==> src/rtl/aesctr_pkg.sv <==
// shared types, constants and aes round functions for the ctr packet cipher
package aesctr_pkg;

   localparam int unsigned QueueDepth = 2;
   localparam int unsigned PtrWidth = $clog2(QueueDepth);

   typedef enum logic [2:0] {
      REG_KEY_WORD_0 = 3'd0,
      REG_KEY_WORD_1 = 3'd1,
      REG_KEY_WORD_2 = 3'd2,
      REG_KEY_WORD_3 = 3'd3,
      REG_KEY_IS_WIDE = 3'd4
   } reg_index_type;

   typedef struct packed {
      logic [7:0] cipher_byte;
      logic last;
      logic need_block;
      logic [3:0] offset;
      logic [127:0] counter;
   } entry_type;

   typedef struct packed {
      logic [255:0] key;
      logic wide;
   } key_type;

   localparam logic [7:0] SBOX [256] = '{
      8'h63,8'h7c,8'h77,8'h7b,8'hf2,8'h6b,8'h6f,8'hc5,8'h30,8'h01,8'h67,8'h2b,8'hfe,8'hd7,8'hab,8'h76,
      8'hca,8'h82,8'hc9,8'h7d,8'hfa,8'h59,8'h47,8'hf0,8'had,8'hd4,8'ha2,8'haf,8'h9c,8'ha4,8'h72,8'hc0,
      8'hb7,8'hfd,8'h93,8'h26,8'h36,8'h3f,8'hf7,8'hcc,8'h34,8'ha5,8'he5,8'hf1,8'h71,8'hd8,8'h31,8'h15,
      8'h04,8'hc7,8'h23,8'hc3,8'h18,8'h96,8'h05,8'h9a,8'h07,8'h12,8'h80,8'he2,8'heb,8'h27,8'hb2,8'h75,
      8'h09,8'h83,8'h2c,8'h1a,8'h1b,8'h6e,8'h5a,8'ha0,8'h52,8'h3b,8'hd6,8'hb3,8'h29,8'he3,8'h2f,8'h84,
      8'h53,8'hd1,8'h00,8'hed,8'h20,8'hfc,8'hb1,8'h5b,8'h6a,8'hcb,8'hbe,8'h39,8'h4a,8'h4c,8'h58,8'hcf,
      8'hd0,8'hef,8'haa,8'hfb,8'h43,8'h4d,8'h33,8'h85,8'h45,8'hf9,8'h02,8'h7f,8'h50,8'h3c,8'h9f,8'ha8,
      8'h51,8'ha3,8'h40,8'h8f,8'h92,8'h9d,8'h38,8'hf5,8'hbc,8'hb6,8'hda,8'h21,8'h10,8'hff,8'hf3,8'hd2,
      8'hcd,8'h0c,8'h13,8'hec,8'h5f,8'h97,8'h44,8'h17,8'hc4,8'ha7,8'h7e,8'h3d,8'h64,8'h5d,8'h19,8'h73,
      8'h60,8'h81,8'h4f,8'hdc,8'h22,8'h2a,8'h90,8'h88,8'h46,8'hee,8'hb8,8'h14,8'hde,8'h5e,8'h0b,8'hdb,
      8'he0,8'h32,8'h3a,8'h0a,8'h49,8'h06,8'h24,8'h5c,8'hc2,8'hd3,8'hac,8'h62,8'h91,8'h95,8'he4,8'h79,
      8'he7,8'hc8,8'h37,8'h6d,8'h8d,8'hd5,8'h4e,8'ha9,8'h6c,8'h56,8'hf4,8'hea,8'h65,8'h7a,8'hae,8'h08,
      8'hba,8'h78,8'h25,8'h2e,8'h1c,8'ha6,8'hb4,8'hc6,8'he8,8'hdd,8'h74,8'h1f,8'h4b,8'hbd,8'h8b,8'h8a,
      8'h70,8'h3e,8'hb5,8'h66,8'h48,8'h03,8'hf6,8'h0e,8'h61,8'h35,8'h57,8'hb9,8'h86,8'hc1,8'h1d,8'h9e,
      8'he1,8'hf8,8'h98,8'h11,8'h69,8'hd9,8'h8e,8'h94,8'h9b,8'h1e,8'h87,8'he9,8'hce,8'h55,8'h28,8'hdf,
      8'h8c,8'ha1,8'h89,8'h0d,8'hbf,8'he6,8'h42,8'h68,8'h41,8'h99,8'h2d,8'h0f,8'hb0,8'h54,8'hbb,8'h16
   };

   function automatic logic [7:0] xt(input logic [7:0] v);
      return {v[6:0], 1'b0} ^ (v[7] ? 8'h1b : 8'h00);
   endfunction

   function automatic logic [31:0] sub_word(input logic [31:0] w);
      return {SBOX[w[31:24]], SBOX[w[23:16]], SBOX[w[15:8]], SBOX[w[7:0]]};
   endfunction

   // next four words of the aes-128 schedule
   function automatic logic [127:0] next_key_128(input logic [127:0] w, input logic [7:0] rc);
      logic [31:0] t, n0, n1, n2, n3;
      t = sub_word({w[23:0], w[31:24]}) ^ {rc, 24'h0};
      n0 = w[127:96] ^ t;
      n1 = w[95:64] ^ n0;
      n2 = w[63:32] ^ n1;
      n3 = w[31:0] ^ n2;
      return {n0, n1, n2, n3};
   endfunction

   // next four words of the aes-256 schedule from the previous eight
   function automatic logic [127:0] next_key_256(input logic [127:0] a, input logic [127:0] b,
                                                 input logic [7:0] rc, input logic odd);
      logic [31:0] t, n0, n1, n2, n3;
      t = odd ? sub_word(b[31:0]) : (sub_word({b[23:0], b[31:24]}) ^ {rc, 24'h0});
      n0 = a[127:96] ^ t;
      n1 = a[95:64] ^ n0;
      n2 = a[63:32] ^ n1;
      n3 = a[31:0] ^ n2;
      return {n0, n1, n2, n3};
   endfunction

   // subbytes, shiftrows and, except in the final round, mixcolumns
   function automatic logic [127:0] aes_round(input logic [127:0] st, input logic final_rnd);
      logic [7:0] t [16];
      logic [7:0] a0, a1, a2, a3;
      logic [127:0] r;
      r = '0;
      for (int i = 0; i < 16; i++) begin
         t[i] = SBOX[st[127 - 8 * ((4 * (((i >> 2) + (i & 3)) & 3)) + (i & 3)) -: 8]];
      end
      for (int c = 0; c < 4; c++) begin
         a0 = t[4 * c];
         a1 = t[4 * c + 1];
         a2 = t[4 * c + 2];
         a3 = t[4 * c + 3];
         if (final_rnd) begin
            r[127 - 32 * c -: 32] = {a0, a1, a2, a3};
         end else begin
            r[127 - 32 * c -: 32] = {xt(a0) ^ xt(a1) ^ a1 ^ a2 ^ a3,
                                     a0 ^ xt(a1) ^ xt(a2) ^ a2 ^ a3,
                                     a0 ^ a1 ^ xt(a2) ^ xt(a3) ^ a3,
                                     xt(a0) ^ a0 ^ a1 ^ a2 ^ xt(a3)};
         end
      end
      return r;
   endfunction

endpackage

==> src/rtl/aesctr_queue.sv <==
// short queue of work entries between front and back end
module aesctr_queue (
   input  logic clock,
   input  logic reset,
   input  logic push,
   input  aesctr_pkg::entry_type push_entry,
   output logic full,
   input  logic pop,
   output logic empty,
   output aesctr_pkg::entry_type head
);
   import aesctr_pkg::*;

   entry_type mem_ff [QueueDepth];
   logic [PtrWidth-1:0] wr_ptr_ff, rd_ptr_ff;
   logic [PtrWidth:0] count_ff;

   assign full = (count_ff == (PtrWidth + 1)'(QueueDepth));
   assign empty = (count_ff == '0);
   assign head = mem_ff[rd_ptr_ff];

   always_ff @(posedge clock) begin
      if (push) begin
         mem_ff[wr_ptr_ff] <= push_entry;
      end
      if (reset) begin
         wr_ptr_ff <= '0;
         rd_ptr_ff <= '0;
         count_ff <= '0;
      end else begin
         if (push) begin
            wr_ptr_ff <= wr_ptr_ff + 1'b1;
         end
         if (pop) begin
            rd_ptr_ff <= rd_ptr_ff + 1'b1;
         end
         count_ff <= count_ff + (PtrWidth + 1)'(push) - (PtrWidth + 1)'(pop);
      end
   end

endmodule

==> config.mk <==
export PLATFORM = sky130hd
export DESIGN_NAME = aesctr_queue
export DESIGN_NICKNAME = d
export VERILOG_FILES = /design/src/rtl/aesctr_pkg.sv /design/src/rtl/aesctr_queue.sv
export SDC_FILE = /design/constraint.sdc
export NUM_CORES = 1
export LEC_CHECK = 0
export BUFFER_PORTS_ARGS = -buffer_cell sky130_fd_sc_hd__buf_4
export CELL_PAD_IN_SITES_DETAIL_PLACEMENT = 0
export CELL_PAD_IN_SITES_GLOBAL_PLACEMENT = 2
export CORE_ASPECT_RATIO = 0.75
export CORE_MARGIN = 1.5
export CORE_UTILIZATION = 40
export CTS_CLUSTER_SIZE = 10
export DETAILED_ROUTE_END_ITERATION = 6
export PLACE_DENSITY = 0.79
export SYNTH_ARGS = -nofsm -noshare
export SYNTH_HDL_FRONTEND = slang
export SYNTH_SLANG_ARGS = --single-unit
==> constraint.sdc <==
create_clock -name clock -period 17.45 [get_ports clock]
set_input_delay 0 -clock clock [delete_from_list [all_inputs] [get_ports clock]]
set_output_delay 0 -clock clock [all_outputs]
set_load 0.01 [all_outputs]
==> Word level (Yosys, flattened, before mapping) <==
Memory sizes are Yosys's and may differ from the RTL's. A register that Yosys moved wholly into a read port is not among the register bits.
Cells that the tools add are included.
{ "classes": {"addsub": 4, "n_mul": 0, "n_div": 0, "n_lt_le_gt_ge": 0, "eq_ne": 1, "n_shift": 0, "mux": 4, "n_bitwise": 0, "reduce_logical": 1} }
{ "op_table": {"columns": ["cell", "count"], "rows": [
  ["2-to-1 mux 1 bit", 4],
  ["adder 1 bit, second input constant", 2],
  ["adder 2 x 1 -> 2 bit", 1],
  ["equality test 2 bit, second input constant", 1],
  ["logical NOT 2 bit", 1],
  ["subtractor 2 x 1 -> 2 bit", 1]
]} }
{ "word_totals": {"register_bits": 4, "latch_bits": 0, "mem_bits_rw": 284, "mem_bits_ro": 0, "inputBits": 146, "mem_count": 1} }
{ "memory_table": {"columns": ["memory", "words", "word_bits", "read_ports", "rd_clocked_by_memory_dff", "wr", "line_no", "text"], "rows": [
  ["mem_ff", 2, 142, 1, 1, 1, "aesctr_queue.sv:14", "entry_type mem_ff [QueueDepth];"]
]} }

==> Longest topological paths before layout <==
{ "depth": {"word_depth": 3, "ltp_mapped": 6} }

==> Least setup slack after synthesis <==
OpenSTA, ideal clock, no wires.
{ "synth_path": {"kind": "flip-flop to flip-flop", "from": "register wr_ptr_ff", "to": "memory mem_ff[0][0] in the netlist's numbering (enable)", "setup_time_ns": 0.662, "t_arrival_ns": 6.600, "required_time_ns": 16.788, "slack_ns": 10.188, "stages_incl_launch_ff": 2, "n_path_buf": 0, "synth_period_minus_slack_ns": 7.262, "cell_sequence": "dfxtp_1 > nor2b_1"} }
{ "synth_lines": {"columns": ["element", "line_no", "text"], "rows": [
  ["from (decl)", "aesctr_queue.sv:15", "logic [PtrWidth-1:0] wr_ptr_ff, rd_ptr_ff;"],
  ["from (signal assigned)", "aesctr_queue.sv:32", "wr_ptr_ff <= wr_ptr_ff + 1'b1;"],
  ["to (decl)", "aesctr_queue.sv:14", null]
]} }
Straight into the memory's write port.

==> out/summary.md <==
• worst r2r src: wr_ptr_ff$_SDFFE_PP0P_
• Avg Inst Size Synth: 23.30 um^2
• clock input transition at the sequential cells of the worst setup and hold paths: 60 ps
• Site Rows: 51
• total global-route track usage: 0.1603
• final worst path period share: 0.1962
• WHS Path Cells: 2
• classification of the worst-slack hold path: input pin to flop
• Hold Slack: 241.5 ps
• Worst IR Drop VDD: 0.08841 mV
• Hold-fix buffers, CTS: 146
• initial antenna violation count: 2
• Post-CTS Setup Inserts: 0
• netlist area before placement: 10790 um^2
• DRC violation total after the first TritonRoute iteration: 237
• width of the chip: 192.6 um
• most used cells in the layout excluding fill and tap cells: buf_4, edfxtp_1, dlygate4sd3_1, mux2_4, mux2_2
• Detail Route Antenna Nets: 0
• total setup violations reported at the end of the flow: 0
• Gate Count Post-Synth: 463
• TritonCTS clock tree: built
• count of final max-slew check failures: 0
• clock buffer count from CTS: 35
• unrepaired setup endpoints after global routing: no
• filler instances: 1888
• headroom to the max-slew limit: 0.2246
• critical path peak fanout: 55
• first-pass iteration count of the detailed router: 4
• number of max-cap violations: 0
• leftover overflow at the end of global routing: 0
• reg-to-reg slack, setup: 14790 ps
• average wire per standard cell: 18.00 um
• aggregate routed wire length: 23.07 mm
• Cell variety after synth: 13
• R2R Path End: mem_ff[1][27]$_DFFE_PP_
• via count: 5916
• Min-Delay Startpoint: push_entry[135]
• Setup Total Neg Slack: 0 ps
• share of layout cells above drive strength 1: 0.5107
• result of the run: finished, final reports clean
• final net count: 1073
• transition at the pin with the smallest max-transition slack: 1163 ps
• Final Critical Period: 3424 ps
• first-pass GRT wire length: 34.26 mm
• total nets after synthesis: 611
• DPL Wire Length: 14.81 mm
• maximum root-to-sink buffer count: 3
• required time of the critical path: 17450 ps
• total clock sinks: 289
• global placer's final weighted congestion: 0.7637
• placeable core region: 26230 um^2
• maximum frequency from static timing analysis: 0.2920 GHz
• Arrival @ worst endpoint: 3420 ps
• CP Class: flop to output port
• Layout area overhead: 46.13%
• drt drc: 0
• worst-case clock skew: 15.07 ps
• WHS Endpoint: mem_ff[1][135]$_DFFE_PP_
• CTS Root Buffer Type: clkbuf_16
• total of warnings raised by yosys: 0
• count of boundary I/O pins: 290
• die area: 27970 um^2
• height of the die: 145.2 um
• final hold viol count: 0
• number of global-route vias before repair: 6402
• maximum number of pins on one net before global-route repair: 84
• CTS H-Tree Depth: 2
• Leak: 6.117 nW
• worst skew pair latency: 490 ps
• sequential cell area fraction in the yosys report: 0.7999
• Pwr per Cell Area: 108.0 nW/um^2
• #FFs+latches synth: 289
• post-detailed-route via-to-cell ratio: 4.615
• Worst R2R Path Depth: 2
• Initial Utilization: 0.4113
• kind of start point of the critical path: flop
• port buffer count: 289
• count of cells resized by post-cts repair: 0
• Worst setup EP type: output port
• commonest non-fill, non-tap cell in the layout: buf_4
stage by stage:
| stage | total power, W | utilization | setup WS [ps] | area, um^2 | instances |
|---|---|---|---|---|---|
| after CTS | 0.001725 | 0.6008 | 13900 | 15760 | 1280 |
| after global placement | 0.001051 | 0.5072 | 14490 | 13300 | 1086 |
| after global routing | 0.001769 | 0.6010 | 13790 | 15760 | 1282 |
| after detailed placement | 0.001057 | 0.5072 | 14430 | 13300 | 1086 |
| final | 0.001703 | 0.6010 | 14030 | 15760 | 1282 |
| after floorplan | 0.0009537 | - | 10190 | 10790 | 463 |
report_power, final:
group          switching, W  leakage, nW  internal, W  total [W]
Combinational      0.000101         2.93     0.000140   0.000241
Sequential        0.0000135         2.71     0.000812   0.000826
Clock              0.000243        0.483     0.000393   0.000636
flip-flops by register name, summed over array words and instances (netlist names), named ones only:
name and cells:
wr_ptr_ff 1, count_ff 2, rd_ptr_ff 1, mem_ff 284
cells in the mapped netlist, drive strengths merged:
library cell	n	area share
and2	1	0.00058
buf	16	0.013
dfxtp	5	0.0093
edfxtp	284	0.79
ha	2	0.0023
inv	2	0.00070
mux2	142	0.18
nor2	5	0.0017
nor2b	3	0.0017
xnor2	2	0.0016
xnor3	1	0.0021
routing by layer:
metal,vias up,GRT usage,part of all wire
met1,2875,0.2018,0.42
met3,39,0.05685,0.089
li1,2756,-,-
met2,246,0.2597,0.47
met4,0,0.04651,0.021
met5,-,0,0
critical path, cell delays in order, from the launching register on:
cell	delay, ps
dfxtp_4	680
buf_4	750
buf_4	860
mux2_2	420
buf_4	140
layout make-up:
type / instances / area, um^2 / share of cell area
Timing Repair Buffer: 441 / 3676 / 0.2332
Clock buffer: 45 / 955.9 / 0.06064
Multi-Input combinational cell: 156 / 2018 / 0.1280
Tap cell: 344 / 430.4 / 0.02731
Sequential cell: 289 / 8632 / 0.5476
Inverter: 2 / 7.507 / 0.0004763
Clock inverter: 3 / 37.54 / 0.002381
Antenna cell: 2 / 5.005 / 0.0003175
worst max-delay path by stage:
| stage | start | slack [ps] | cells past startpoint | to |
|---|---|---|---|---|
| after floorplan | wr_ptr_ff$_SDFFE_PP0P_ | 10190 | 1 | mem_ff[0][0]$_DFFE_PP_ |
| after global placement | flop | 14490 | 4 | head[138] |
| after detailed placement | flop | 14430 | 4 | head[138] |
| after CTS | flop | 13900 | 4 | head[140] |
| after global routing | flop | 13790 | 4 | head[138] |
| final | flop | 14030 | 4 | head[131] |
cell families after synthesis:
kind of cell | Yosys count | synth area share
adders and majority gates | 2 | 0.002320
buffers and inverters | 18 | 0.01392
xor gates and xnor gates | 3 | 0.003712
DFF | 289 | 0.7999
and+or+nand+nor | 9 | 0.004061
muxes | 142 | 0.1761
Note: power is estimated with default switching activity, not from simulation.
