### src/rtl/aesctr_pkg.sv
// shared types, constants and aes round functions for the ctr packet cipher
package aesctr_pkg;

   localparam int unsigned QueueDepth = 2;
   localparam int unsigned PtrWidth = $clog2(QueueDepth);

   typedef enum logic [2:0] {
      REG_KEY_WORD_0 = 3'd0,
      REG_KEY_WORD_1 = 3'd1,
      REG_KEY_WORD_2 = 3'd2,
      REG_KEY_WORD_3 = 3'd3,
      REG_KEY_IS_WIDE = 3'd4
   } reg_index_type;

   typedef struct packed {
      logic [7:0] cipher_byte;
      logic last;
      logic need_block;
      logic [3:0] offset;
      logic [127:0] counter;
   } entry_type;

   typedef struct packed {
      logic [255:0] key;
      logic wide;
   } key_type;

   localparam logic [7:0] SBOX [256] = '{
      8'h63,8'h7c,8'h77,8'h7b,8'hf2,8'h6b,8'h6f,8'hc5,8'h30,8'h01,8'h67,8'h2b,8'hfe,8'hd7,8'hab,8'h76,
      8'hca,8'h82,8'hc9,8'h7d,8'hfa,8'h59,8'h47,8'hf0,8'had,8'hd4,8'ha2,8'haf,8'h9c,8'ha4,8'h72,8'hc0,
      8'hb7,8'hfd,8'h93,8'h26,8'h36,8'h3f,8'hf7,8'hcc,8'h34,8'ha5,8'he5,8'hf1,8'h71,8'hd8,8'h31,8'h15,
      8'h04,8'hc7,8'h23,8'hc3,8'h18,8'h96,8'h05,8'h9a,8'h07,8'h12,8'h80,8'he2,8'heb,8'h27,8'hb2,8'h75,
      8'h09,8'h83,8'h2c,8'h1a,8'h1b,8'h6e,8'h5a,8'ha0,8'h52,8'h3b,8'hd6,8'hb3,8'h29,8'he3,8'h2f,8'h84,
      8'h53,8'hd1,8'h00,8'hed,8'h20,8'hfc,8'hb1,8'h5b,8'h6a,8'hcb,8'hbe,8'h39,8'h4a,8'h4c,8'h58,8'hcf,
      8'hd0,8'hef,8'haa,8'hfb,8'h43,8'h4d,8'h33,8'h85,8'h45,8'hf9,8'h02,8'h7f,8'h50,8'h3c,8'h9f,8'ha8,
      8'h51,8'ha3,8'h40,8'h8f,8'h92,8'h9d,8'h38,8'hf5,8'hbc,8'hb6,8'hda,8'h21,8'h10,8'hff,8'hf3,8'hd2,
      8'hcd,8'h0c,8'h13,8'hec,8'h5f,8'h97,8'h44,8'h17,8'hc4,8'ha7,8'h7e,8'h3d,8'h64,8'h5d,8'h19,8'h73,
      8'h60,8'h81,8'h4f,8'hdc,8'h22,8'h2a,8'h90,8'h88,8'h46,8'hee,8'hb8,8'h14,8'hde,8'h5e,8'h0b,8'hdb,
      8'he0,8'h32,8'h3a,8'h0a,8'h49,8'h06,8'h24,8'h5c,8'hc2,8'hd3,8'hac,8'h62,8'h91,8'h95,8'he4,8'h79,
      8'he7,8'hc8,8'h37,8'h6d,8'h8d,8'hd5,8'h4e,8'ha9,8'h6c,8'h56,8'hf4,8'hea,8'h65,8'h7a,8'hae,8'h08,
      8'hba,8'h78,8'h25,8'h2e,8'h1c,8'ha6,8'hb4,8'hc6,8'he8,8'hdd,8'h74,8'h1f,8'h4b,8'hbd,8'h8b,8'h8a,
      8'h70,8'h3e,8'hb5,8'h66,8'h48,8'h03,8'hf6,8'h0e,8'h61,8'h35,8'h57,8'hb9,8'h86,8'hc1,8'h1d,8'h9e,
      8'he1,8'hf8,8'h98,8'h11,8'h69,8'hd9,8'h8e,8'h94,8'h9b,8'h1e,8'h87,8'he9,8'hce,8'h55,8'h28,8'hdf,
      8'h8c,8'ha1,8'h89,8'h0d,8'hbf,8'he6,8'h42,8'h68,8'h41,8'h99,8'h2d,8'h0f,8'hb0,8'h54,8'hbb,8'h16
   };

   function automatic logic [7:0] xt(input logic [7:0] v);
      return {v[6:0], 1'b0} ^ (v[7] ? 8'h1b : 8'h00);
   endfunction

   function automatic logic [31:0] sub_word(input logic [31:0] w);
      return {SBOX[w[31:24]], SBOX[w[23:16]], SBOX[w[15:8]], SBOX[w[7:0]]};
   endfunction

   // next four words of the aes-128 schedule
   function automatic logic [127:0] next_key_128(input logic [127:0] w, input logic [7:0] rc);
      logic [31:0] t, n0, n1, n2, n3;
      t = sub_word({w[23:0], w[31:24]}) ^ {rc, 24'h0};
      n0 = w[127:96] ^ t;
      n1 = w[95:64] ^ n0;
      n2 = w[63:32] ^ n1;
      n3 = w[31:0] ^ n2;
      return {n0, n1, n2, n3};
   endfunction

   // next four words of the aes-256 schedule from the previous eight
   function automatic logic [127:0] next_key_256(input logic [127:0] a, input logic [127:0] b,
                                                 input logic [7:0] rc, input logic odd);
      logic [31:0] t, n0, n1, n2, n3;
      t = odd ? sub_word(b[31:0]) : (sub_word({b[23:0], b[31:24]}) ^ {rc, 24'h0});
      n0 = a[127:96] ^ t;
      n1 = a[95:64] ^ n0;
      n2 = a[63:32] ^ n1;
      n3 = a[31:0] ^ n2;
      return {n0, n1, n2, n3};
   endfunction

   // subbytes, shiftrows and, except in the final round, mixcolumns
   function automatic logic [127:0] aes_round(input logic [127:0] st, input logic final_rnd);
      logic [7:0] t [16];
      logic [7:0] a0, a1, a2, a3;
      logic [127:0] r;
      r = '0;
      for (int i = 0; i < 16; i++) begin
         t[i] = SBOX[st[127 - 8 * ((4 * (((i >> 2) + (i & 3)) & 3)) + (i & 3)) -: 8]];
      end
      for (int c = 0; c < 4; c++) begin
         a0 = t[4 * c];
         a1 = t[4 * c + 1];
         a2 = t[4 * c + 2];
         a3 = t[4 * c + 3];
         if (final_rnd) begin
            r[127 - 32 * c -: 32] = {a0, a1, a2, a3};
         end else begin
            r[127 - 32 * c -: 32] = {xt(a0) ^ xt(a1) ^ a1 ^ a2 ^ a3,
                                     a0 ^ xt(a1) ^ xt(a2) ^ a2 ^ a3,
                                     a0 ^ a1 ^ xt(a2) ^ xt(a3) ^ a3,
                                     xt(a0) ^ a0 ^ a1 ^ a2 ^ xt(a3)};
         end
      end
      return r;
   endfunction

endpackage

### src/rtl/aesctr_front.sv
// front end: accepts payload beats, tracks counter and byte offset, queues work
module aesctr_front (
   input  logic clock,
   input  logic reset,
   input  logic req_valid,
   output logic req_ready,
   input  logic [31:0] req_packet_id,
   input  logic [31:0] req_source_id,
   input  logic [7:0] req_cipher_byte,
   input  logic req_first_of_packet,
   input  logic req_last_of_packet,
   input  logic q_full,
   output logic q_push,
   output aesctr_pkg::entry_type q_entry
);
   import aesctr_pkg::*;

   logic [127:0] ctr_ff, ctr_in, ctr_eff;
   logic [3:0] off_ff, off_in, off_eff;
   logic need;

   assign req_ready = !q_full;
   assign q_push = req_valid && !q_full;

   always_comb begin
      if (req_first_of_packet) begin
         ctr_eff = {req_packet_id[7:0], req_packet_id[15:8], req_packet_id[23:16],
                    req_packet_id[31:24], 32'h0,
                    req_source_id[7:0], req_source_id[15:8], req_source_id[23:16],
                    req_source_id[31:24], 32'h0};
         off_eff = 4'd0;
      end else begin
         ctr_eff = ctr_ff;
         off_eff = off_ff;
      end
      need = (off_eff == 4'd0);
      ctr_in = need ? ctr_eff + 128'd1 : ctr_eff;
      off_in = off_eff + 4'd1;
      q_entry.cipher_byte = req_cipher_byte;
      q_entry.last = req_last_of_packet;
      q_entry.need_block = need;
      q_entry.offset = off_eff;
      q_entry.counter = ctr_eff;
   end

   always_ff @(posedge clock) begin
      if (reset) begin
         ctr_ff <= '0;
         off_ff <= '0;
      end else if (q_push) begin
         ctr_ff <= ctr_in;
         off_ff <= off_in;
      end
   end

endmodule

### config.mk
export PLATFORM = sky130hd
export DESIGN_NAME = aesctr_front
export DESIGN_NICKNAME = d
export VERILOG_FILES = /design/src/rtl/aesctr_pkg.sv /design/src/rtl/aesctr_front.sv
export SDC_FILE = /design/constraint.sdc
export NUM_CORES = 1
export LEC_CHECK = 0
export BUFFER_PORTS_ARGS = -buffer_cell sky130_fd_sc_hd__buf_2
export CORE_ASPECT_RATIO = 1.75
export CORE_UTILIZATION = 51
export CTS_CLUSTER_SIZE = 16
export DETAILED_ROUTE_END_ITERATION = 6
export PLACE_DENSITY = 0.76
export SLEW_MARGIN = 30
export SYNTH_ARGS = -nofsm -noshare
export SYNTH_HDL_FRONTEND = slang
export SYNTH_SLANG_ARGS = --single-unit
export TNS_END_PERCENT = 5
### constraint.sdc
create_clock -name clock -period 5.16 [get_ports clock]
set_input_delay 0.516 -clock clock [delete_from_list [all_inputs] [get_ports clock]]
set_output_delay 0.516 -clock clock [all_outputs]
set_load 0.005 [all_outputs]
Word level (Yosys, flattened, before mapping)

Index checks and enable logic that the tools add are counted.

Register bits: 132
Logic and storage cells: 10

Multiplexer cells: 3
Reductions and logical operators: 3
Add/sub/neg operators: 2

Operators with widths:

| operator                                                          | number |
|---|---|
| 128-bit two-way mux                                               | 2 |
| 128-bit by 1-bit adder with 128-bit output, second input constant | 1 |
| 4-bit by 1-bit adder with 4-bit output, second input constant     | 1 |
| 4-bit zero test                                                   | 1 |
| 4-bit two-way mux                                                 | 1 |
| 1-bit logical AND                                                 | 1 |
| 1-bit zero test                                                   | 1 |

Depth between registers and ports, before layout

Word-level depth: 3
Mapped depth: 18
Depth with buffers taken out: 9

Least setup slack after synthesis

No wires, ideal clock.

Path type: input port to flip-flop
Start point: input port req_first_of_packet
End point: register ctr_ff[126]
Arrival: 5.299 ns
Stages on the path: 18
Data required time: 5.081 ns
Library setup time: 0.079 ns
Setup slack: -0.218 ns
Cell sequence: buf_6 > buf_4 > buf_4 > buf_2 > buf_2 > buf_1 > buf_1 > buf_1 > nor2b_1 > inv_1 > ha_1 > or3b_4 > or3_4 > or4_4 > or4_4 > buf_6 > or4_1 > o211ai_1

RTL lines:

| element              | line               | RTL |
|---|---|---|
| from (decl)          | aesctr_front.sv:10 | `input logic req_first_of_packet,` |
| to (signal assigned) | aesctr_front.sv:51 | `ctr_ff <= ctr_in;` |
| to (decl)            | aesctr_front.sv:18 | `logic [127:0] ctr_ff, ctr_in, ctr_eff;` |

Worst setup path in the final report

Start point: input port req_first_of_packet
End point: register ctr_ff[126]

Cells in the longest elaborated chain, start to end: 3
Elaborated cells between the ends (all ways): 5
Those cells by class: 1 x add/sub; 3 x mux; 1 x reduce/logical

Ends and longest elaborated chain:

| element                                                                              | line                                   | RTL |
|---|---|---|
| 128-bit two-way mux / 4-bit two-way mux (equally long branches)                      | aesctr_front.sv:26                     | `if (req_first_of_packet) begin` |
| 128-bit by 1-bit adder with 128-bit output / 4-bit zero test (equally long branches) | aesctr_front.sv:37, aesctr_front.sv:36 |  |
| 128-bit two-way mux (*)                                                              | aesctr_front.sv:37                     | `ctr_in = need ? ctr_eff + 128'd1 : ctr_eff;` |

Every way passes the cells marked *; elsewhere a longest branch is shown, timed or not.
A chain may end at the register's enable or synchronous reset.

==> metrics.yaml <==
outcome:
  run_status: "completed"
clock_network:
  root_buffer: "clkbuf_16"
  insertion_delay_ns: 0.44
  cts-buffers-inserted: 17
  clock_sinks: 132
  cts_tree: "yes"
  postCtsSetupRepairBufs: 0
  cts-htree-levels: 4
  cts_repair_resize_count: 0
  clock_path_buffers: 2
  cts_hold_buffers: 0
  clkSlewWorstSetupHoldPaths_ns: 0.06
sta:
  final-setup-viol-count: 0
  worst_clock_skew_ns: 0.007168
  max_slew_margin: 0.2687
  grt_setup_unrepaired: "no"
  max_slew.worst_pin.slew_ns: 1.094
  fin_crit_sh: 0.7297
  hold_viol_final: 0
  tns_ns: 0
  slew_violations: 0
  min_cycle_time_layout_ns: 3.765
  maxClockFrequency_ghz: 0.2656
  post-route-worst-setup-slack_ns: 1.395
synth:
  synth.avg_cell_area_um2: 7.178
  mappedNetlistNets: 1547
  synthTopCellsByArea: "dfxtp_1, nand3_1, nand2_1"
  synth_area_leader_cell: "dfxtp_1"
  synth_seq_cells: 132
  yosysSeqAreaShare: 0.2511
  synth.cell_area_um2: 10520
  synth.distinct_cells: 67
  postSynth.topFlopCell: "dfxtp_1"
  netlist_instances: 1466
  yosysTopAreaCellShare: 0.2511
  synth-edff-count: 0
  async_reset_ff_frac: 0
  yosys_warnings: 0
placed_design:
  post_dp_cell_area_um2: 11800
  routabilityCongestion: 1.042
  place_hpwl_mm: 36.19
  port_bufs: 203
  dpl_worst_slack_ns: 1.031
final_layout:
  n_antenna_cell: 0
  layout.cells.most_common: "buf_2"
  fillerInstances: 1931
  nNetsFinal: 1720
  utilization: 0.6118
  multi_input_area_um2: 7226
  mostFrequentLayoutCells: "buf_2, nand2_1, nand3_1"
  layout-area-overhead-vs-synth_pct: 17.95
  final_layout_size_suffix_gt1_frac: 0.2070
  fin_area_um2: 12410
  final-seq-area_um2: 2643
hold_path:
  holdCritStartpoint: "req_packet_id[24]"
  worstHoldPathType: "in2reg"
flow_run:
  max_cap_viol_count: 0
setup_path:
  cp_startpoint: "req_first_of_packet"
  path_common_cell: "or4_4"
  crit_family: "simple AND/OR/NAND/NOR gates"
  source_of_the_worst_register_to_register_timing_path: "ctr_ff[0]$_SDFFE_PP0P_"
  worst_path_largest_cell_delay_ns: 0.62
  crit_buf_inv: 2
  timing.critical_path.to_type: "register"
  critical_path_peak_fanout: 42
  timing.critical_path.required_ns: 5.53
  crit_path_cell_trace: "buf_6 -> inv_1 -> nand2_1 -> ha_1 -> or3b_4 -> or3_4 -> or4_4 -> or4_4 -> or4_1 -> o211ai_1"
  slowest_stage_cell_cp: "or4_4"
  path_class: "in2reg"
  cp_data_arrival_time_ns: 4.13
  start_kind: "input pin"
power_and_ir_drop:
  worst_ir_drop_vdd_uv: 253.7
  power.density_cell_area_nw_per_um2: 217.5
  leakagePower_uw: 0.004759
  design_power_total_uw: 2700
drt:
  detail_route.drc_violations: 0
  routed-wl-met2_mm: 23.49
  routed.top_layer: "met4"
  detailedRoute.firstIterationViolations: 1255
  totalWireLength_mm: 47.55
  drt-wirelength-per-cell_um: 25.03
  met3_wirelength_mm: 3.263
  antenna_violating_nets_post_route: 0
  wl_met1_mm: 15.99
  detail_route.first_pass.iterations: 7
  route.vias.total: 12830
  post_dr_vias_cell: 6.754
grt:
  grt_max_degree: 103
  track_usage: 0.4364
  first_global_vias: 11900
  grt_first_pass_wirelength_mm: 70.26
  grt_antenna_before_repair: 0
  globalRoute.totalOverflow: 0
floorplan:
  die_area_um2: 21230
  rows: 69
  pin_count: 222
  die_width_um: 110.6
  dieHeight_um: 192.0
  start_util: 0.5187
  core_area_um2: 20290
==> stage by stage <==
stage,hold slack [ns],std cells
2_1_floorplan,0.4425,1466
3_3_place_gp,0.4533,1868
3_5_place_dp,0.4619,1868
4_1_cts,0.4425,1900
5_1_grt,0.4663,1900
6_report,0.4448,1900
==> cells by family (layout without fill, tap and decap cells) <==
logic type,count (synthesis),after routing,share of synthesized area
buffers and inverters,159,345,0.06409
AND/OR/NAND/NOR,839,839,0.4302
adder cells (fa/ha/maj),3,3,0.003568
multiplexers,66,66,0.06635
flip-flops,132,132,0.2511
XOR/XNOR,40,40,0.03329
AO/OA/AOI/OAI,227,227,0.1514
==> registers in the layout, summed over array words and instances (netlist names) <==
signal,count
off_ff,4
ctr_ff,128
==> cell type report <==
| class | count | share of cell area |
|---|---|---|
| clock buffer | 18 | 0.03458 |
| clock inverter | 14 | 0.01421 |
| inverter | 62 | 0.01875 |
| multi-input combinational | 1175 | 0.5822 |
| sequential | 132 | 0.2129 |
| tap | 248 | 0.02500 |
| timing repair buffer | 251 | 0.1124 |
==> layer usage <==
metal | up-vias | GRT usage
li1 | 5809 | -
met1 | 6021 | 0.4375
met2 | 754 | 0.7678
met3 | 248 | 0.07794
met4 | 0 | 0.3990
met5 | - | 0
==> path summary, 6_finish.rpt <==
| path | to | slack (ns) | cells past startpoint |
|---|---|---|---|
| setup / recovery | ctr_ff[126]$_SDFFE_PP0P_ | 1.39 | 10 |
| hold / removal | ctr_ff[96]$_SDFFE_PP0P_ | 0.44 | 4 |
| setup reg to reg | ctr_ff[126]$_SDFFE_PP0P_ | 1.61 | 8 |
| hold reg to reg | ctr_ff[36]$_SDFFE_PP0P_ | 0.48 | 2 |
==> synth_stat cells (19+ instances only) <==
master and count:
a21oi_1 58, a22oi_1 19, and3_1 32, clkbuf_1 66, dfxtp_1 132, inv_1 62
mux2_2 30, mux2i_1 36, nand2_1 172, nand3_1 156, nand3b_1 34, nand4_1 93
nor2_1 98, nor2b_1 58, nor3_1 42, nor4_1 51, o21ai_0 34, xnor2_1 29
==> worst reg2reg max path: cells and delay by family (launching register included) <==
| kind | cells | cell delay (ns) |
|---|---|---|
| simple gates | 6 | 2.47 |
| fa+ha+maj | 1 | 0.35 |
| flops | 1 | 0.48 |
| compound gates | 1 | 0.17 |
==> power breakdown <==
part | internal [µW] | switching (µW)
logic | 121 | 216
clock network | 766 | 538
registers | 1040 | 20.8
total | 1930 | 774
(Power assumes the default switching activity.)
